==> src/sv/vt4_pkg.sv <==
// Shared types and constants for the 4x4 vector transform.
// No dependencies; imported by vt4_row and vector_transform_4x4_top.
package vt4_pkg;

   localparam int LANES          = 4;
   localparam int SLOT_BITS      = 16;
   localparam int ROW_BITS       = 64;
   localparam int CSR_INDEX_BITS = 3;

   localparam logic [CSR_INDEX_BITS-1:0] REG_ROW_ZERO  = CSR_INDEX_BITS'(0);
   localparam logic [CSR_INDEX_BITS-1:0] REG_ROW_ONE   = CSR_INDEX_BITS'(1);
   localparam logic [CSR_INDEX_BITS-1:0] REG_ROW_TWO   = CSR_INDEX_BITS'(2);
   localparam logic [CSR_INDEX_BITS-1:0] REG_ROW_THREE = CSR_INDEX_BITS'(3);

   // Load enables, one per pipeline stage.
   typedef struct packed {
      logic s1;
      logic s2;
      logic s3;
      logic s4;
   } stage_en_type;

endpackage

==> src/sv/vt4_row.sv <==
// One matrix row dotted with the vector: multiply, pair add, sum and round,
// shift and saturate, one register stage each. Depends on vt4_pkg.
module vt4_row import vt4_pkg::*; #(
   parameter int VECTOR_BITS        = 24,
   parameter int COEF_BITS          = 16,
   parameter int COEF_FRACTION_BITS = 12
) (
   input  logic                          clock,
   input  stage_en_type                  stage_en,
   input  logic [ROW_BITS-1:0]           row,
   input  logic signed [VECTOR_BITS-1:0] vec [LANES],
   output logic signed [VECTOR_BITS-1:0] result,
   output logic                          clip
);

   localparam int PROD_BITS = VECTOR_BITS + COEF_BITS;
   localparam int PAIR_BITS = PROD_BITS + 1;
   localparam int ACC_BITS  = PROD_BITS + 2;

   localparam logic signed [ACC_BITS-1:0] HALF =
      ACC_BITS'((1 << COEF_FRACTION_BITS) >> 1);
   localparam logic signed [ACC_BITS-1:0] VMAX =
      {{(ACC_BITS-VECTOR_BITS+1){1'b0}}, {(VECTOR_BITS-1){1'b1}}};
   localparam logic signed [ACC_BITS-1:0] VMIN =
      {{(ACC_BITS-VECTOR_BITS+1){1'b1}}, {(VECTOR_BITS-1){1'b0}}};

   logic signed [COEF_BITS-1:0]   coef     [LANES];
   logic signed [PROD_BITS-1:0]   prod_in  [LANES];
   logic signed [PROD_BITS-1:0]   prod_ff  [LANES];
   logic signed [PAIR_BITS-1:0]   pair_in  [2];
   logic signed [PAIR_BITS-1:0]   pair_ff  [2];
   logic signed [ACC_BITS-1:0]    acc_in;
   logic signed [ACC_BITS-1:0]    acc_ff;
   logic signed [ACC_BITS-1:0]    shifted;
   logic signed [VECTOR_BITS-1:0] result_in;
   logic signed [VECTOR_BITS-1:0] result_ff;
   logic                          clip_in;
   logic                          clip_ff;

   always_comb begin
      for (int j = 0; j < LANES; j++) begin
         // bits of a slot above the coefficient width are ignored
         coef[j]    = row[SLOT_BITS*j +: COEF_BITS];
         prod_in[j] = PROD_BITS'(coef[j]) * PROD_BITS'(vec[j]);
      end
      pair_in[0] = PAIR_BITS'(prod_ff[0]) + PAIR_BITS'(prod_ff[1]);
      pair_in[1] = PAIR_BITS'(prod_ff[2]) + PAIR_BITS'(prod_ff[3]);
      acc_in     = ACC_BITS'(pair_ff[0]) + ACC_BITS'(pair_ff[1]) + HALF;
      shifted    = acc_ff >>> COEF_FRACTION_BITS;
      priority if (shifted > VMAX) begin
         result_in = VMAX[VECTOR_BITS-1:0];
         clip_in   = 1'b1;
      end else if (shifted < VMIN) begin
         result_in = VMIN[VECTOR_BITS-1:0];
         clip_in   = 1'b1;
      end else begin
         result_in = shifted[VECTOR_BITS-1:0];
         clip_in   = 1'b0;
      end
   end

   always_ff @(posedge clock) begin
      if (stage_en.s1) begin
         for (int j = 0; j < LANES; j++) begin
            prod_ff[j] <= prod_in[j];
         end
      end
      if (stage_en.s2) begin
         pair_ff[0] <= pair_in[0];
         pair_ff[1] <= pair_in[1];
      end
      if (stage_en.s3) begin
         acc_ff <= acc_in;
      end
      if (stage_en.s4) begin
         result_ff <= result_in;
         clip_ff   <= clip_in;
      end
   end

   assign result = result_ff;
   assign clip   = clip_ff;

endmodule

==> config.mk <==
export PLATFORM = sky130hd
export DESIGN_NAME = vt4_row
export DESIGN_NICKNAME = d
export VERILOG_FILES = /design/src/sv/vt4_pkg.sv /design/src/sv/vt4_row.sv
export SDC_FILE = /design/constraint.sdc
export NUM_CORES = 2
export LEC_CHECK = 0
export ABC_CLOCK_PERIOD_IN_PS = 5690
export BUFFER_PORTS_ARGS = -buffer_cell sky130_fd_sc_hd__buf_2
export CORE_MARGIN = 1.5
export CORE_UTILIZATION = 50
export CTS_BUF_LIST = sky130_fd_sc_hd__clkbuf_8
export CTS_CLUSTER_SIZE = 10
export DETAILED_ROUTE_END_ITERATION = 7
export HOLD_SLACK_MARGIN = 0.12
export MAX_ROUTING_LAYER = met4
export PLACE_DENSITY = 0.69
export SYNTH_ARGS = -nofsm -noshare
export SYNTH_HDL_FRONTEND = slang
export SYNTH_SLANG_ARGS = --single-unit
==> constraint.sdc <==
create_clock -name clock -period 5.69 [get_ports clock]
set_input_delay 0 -clock clock [delete_from_list [all_inputs] [get_ports clock]]
set_output_delay 0 -clock clock [all_outputs]
set_load 0.05 [all_outputs]
# Word-level counts from Yosys, hierarchy flattened
# Memory sizes are Yosys's and may differ from the RTL's.
# Index checks and enable logic that the tools add are counted.
[totals] reg_bits=67 ramBits=242 input_bits=165 out_inout_bits=25 elab_cells=21 mem_count=2
[classes] n_addsub=4 multipliers=4 n_lt_le_gt_ge=2 muxes=6
[mem_list] name="prod_ff" depth=4 width=40 read_ports=4 rd_clocked_by_memory_dff=0 wr=4 line="vt4_row.sv:29" text="logic signed [PROD_BITS-1:0] prod_ff [LANES];"
[mem_list] name="pair_ff" depth=2 width=41 read_ports=2 rd_clocked_by_memory_dff=0 wr=2 line="vt4_row.sv:31" text="logic signed [PAIR_BITS-1:0] pair_ff [2];"
[op_table] op="multiplier 16 x 24 -> 40 bit" n=4
[op_table] op="adder 40 x 40 -> 41 bit" n=2
[op_table] op="adder 41 x 41 -> 42 bit" n=1
[op_table] op="adder 42 x 13 -> 42 bit, second input constant" n=1
[op_table] op="greater-than comparator 30 x 24 -> 1 bit, second input constant" n=1
[op_table] op="less-than comparator 30 x 24 -> 1 bit, second input constant" n=1
[op_table] op="2-to-1 mux 24 bit" n=1
[op_table] op="2-to-1 mux 1 bit" n=5

# Depth between registers and ports, before layout
[logic_depth] depth_word=2 depth_mapped=25 depth_no_buf=24

# Worst setup path before layout
# OpenSTA, ideal clock, no wires.
[synth_path] kind="input port to flip-flop" from="input vec[47] (netlist bit)" to="memory prod_ff[2][39] (netlist bit) (data pin)" setup_ns=0.260 arrival_time_ns=5.835 required_time_ns=5.430 slack_ns=-0.405 stages=24 n_path_buf=1 cell_sequence="clkbuf_1 -> nand2_1 -> inv_1 -> fa_1 -> fa_1 -> inv_1 -> fa_1 -> inv_1 -> fa_1 -> fa_1 -> inv_1 -> fa_1 -> inv_1 -> ha_1 -> a21o_1 -> a21o_1 -> a211oi_1 -> nand4_1 -> a311oi_1 -> nor2_1 -> o41a_1 -> a311o_1 -> a21oi_1 -> xnor2_1"
[synth_rtl] element="start: declaration" line="vt4_row.sv:11" text="input logic signed [VECTOR_BITS-1:0] vec [LANES],"
[synth_rtl] element="end: declaration" line="vt4_row.sv:29"

==> results.tsv <==
metric	value	unit
crit-path max FO	10	
Fmax achieved	179	MHz
post-route ant nets	0	
Sum Neg Setup Slack	0	ps
CP Buf/Inv Count	7	
unrepaired setup endpoints after global routing	yes	
Routed WL per cell	16.8	um
status	finished clean	
Hold Fails Final Rpt	0	
# fillers	12116	
DRT iter0 DRCs	2911	
Clock Path Buffers	3	
max incr delay on CP	540	ps
worst slew pin tran	1160	ps
total track usage	25.2	%
H-tree Lvls	2	
WP data arrival	6030	ps
Seq cells post-synth	297	
top cells by area, synth	fa_1 43%, edfxtp_1 13%, ha_1 9.9%	
Finished Layout Cells	9996	
Top FF cell, synth	edfxtp_1	
Layout Nets	10293	
Mapped Cells	7331	
FP Rows	137	
GR Overflow Total	0	
Placer Congestion	0.942	
footprint of the multi-input gates	54100	um^2
Async SR Flop Fraction	0	%
Final min period	5590	ps
starting density of the core	50.2	%
Residual DRC	0	
via count	51463	
core area	139000	um^2
routed vias/inst	5.15	
detailed placer's ending HPWL	146000	um
Die Ht	377	um
share of cells above drive strength 1	13.7	%
Yosys warnings	0	
register area share after synthesis	12.8	%
number of max-cap violations	0	
CTS tree	built	
worst skew pair latency	660	ps
initial antenna violation count	5	
post-route clock period utilization	98.3	%
CP max stage cell	fa_1	
die width	377	um
Crit path top cell by count	fa_1	
Setup-failing EPs final	0	
crit start category	primary input	
Worst Slack Setup Final	95.8	ps
Post-synth EDFFs	297	
CP delay by family, top	adder cells	
Netlist cell types	75	
Syn Area/Cell	9.54	um^2
Placed Cells incl. Taps	9883	
top-count cell post-synth	inv_1	
P&R area growth vs syn	14.4	%
CP required	6130	ps
CTS Buf Count	51	
first-pass GRT wire length	281000	um
total die area	142000	um^2
crit end category	register	
I/O pins	190	
worst path cell trace	buf_2 > nand2_1 > fa_1 > inv_1 > fa_1 > inv_1 > fa_1 > inv_1 > fa_1 > fa_1 > inv_1 > fa_1 > inv_1 > ha_1 > a21boi_1 > a311oi_4 > o21ai_2 > a221oi_2 > o211ai_2 > o311ai_4 > a31oi_4 > buf_4 > a311oi_1	
vias in the first global route	55205	
Worst Skew	43.2	ps
DRT Wirelength	168000	um
Hold Crit Class	in -> reg	
Storage cell area	8920	um^2
Post-Syn Area	69900	um^2
leading area contributor after synthesis	fa_1	
clk slew on worst S/H paths	60	ps
Hold WS	139	ps
router iterations before antenna repair	6	
root buf cell	clkbuf_8	
pre-CTS WS	-785	ps
top post-synthesis cells by count	1,753 x inv_1, 1,498 x fa_1, 943 x nand2_1	
Synth top area share	42.9	%
largest net degree at the start of global routing	86	
Crit Path Category	in -> reg	
Final Max Tran Viols	0	
Slew headroom	22.7	%
Syn Nets	9545	
CTS Sinks	297	
PortBufs	189	
[cell usage in the layout (no fill, tap or decap), types with 54 or more instances in the layout]
master / count
a21o_1: 142
a21oi_1: 202
and2_1: 604
buf_2: 121
buf_4: 733
edfxtp_1: 297
fa_1: 1490
ha_1: 532
inv_1: 1761
nand2_1: 938
nand2b_1: 54
nor2_1: 182
o21ai_0: 113
xnor2_1: 195
xor2_1: 59
[what timing repair did]
action                     4_1_cts  5_1_grt
setup endpoints to repair        3       35
hold buffers                    15        0
pin swaps                        2       50
gates resized for setup          8      194
setup buffers                    0        5
hold endpoints to repair       200        0
[path summary, 6_finish.rpt]
kind,startpoint,endpoint,slack (ps),cells past startpoint
hold reg to reg,acc_ff[41],result[23],520,0
setup reg to reg,pair_ff[0][50],acc_ff[29],1860,12
hold / removal,vec[0],prod_ff[3][1],140,5
setup / recovery,vec[13],prod_ff[3][39],100,23
[area by class of cell]
cell class                 instances  share of cell area (%)
antenna                            2                 0.00625
clock buffer                      51                   0.877
clock inverter                    41                   0.389
inverter                        1754                    8.23
multi-input combinational       5039                    67.6
sequential                       297                    11.1
tap                             1876                    2.93
timing repair buffer             936                    8.82
[through the flow]
stage | area [um^2] | util, %
floorplan | 70300 | -
global placement | 78200 | 56.2
detailed placement | 78200 | 56.2
CTS | 79400 | 57.0
global route | 80000 | 57.5
finish | 80000 | 57.5
[layer usage]
layer / up-vias / GRT usage (%) / routed length (um)
met1: 26079 / 34.5 / 73400
met3: 275 / 2.01 / 8700
met4: 0 / 5.92 / 3810
met5: - / - / 0
met2: 1454 / 41.2 / 81600
li1: 23655 / - / -
[registers in the layout (all words and copies together), names as in the netlist]
| signal | cells |
|---|---|
| acc_ff | 30 |
| pair_ff | 82 |
| clip | 1 |
| result | 24 |
| prod_ff | 160 |
[logic make-up after synthesis]
logic type,Yosys count,share of synthesized area [%]
xor+xnor,257,3.22
fa+ha+maj,2049,52.7
buf+inv,1995,10.7
compound gates,730,6.80
mux,2,0.0286
simple gates,2001,13.8
flops,297,12.8
[worst min-delay path, cell delays in order]
cell and delay, ps:
buf_2 110, buf_12 120, buf_6 130, and2_1 140, ha_1 140
Power is not shown: default switching activity piles up to over one toggle a cycle in this logic, so the estimate is an artifact.
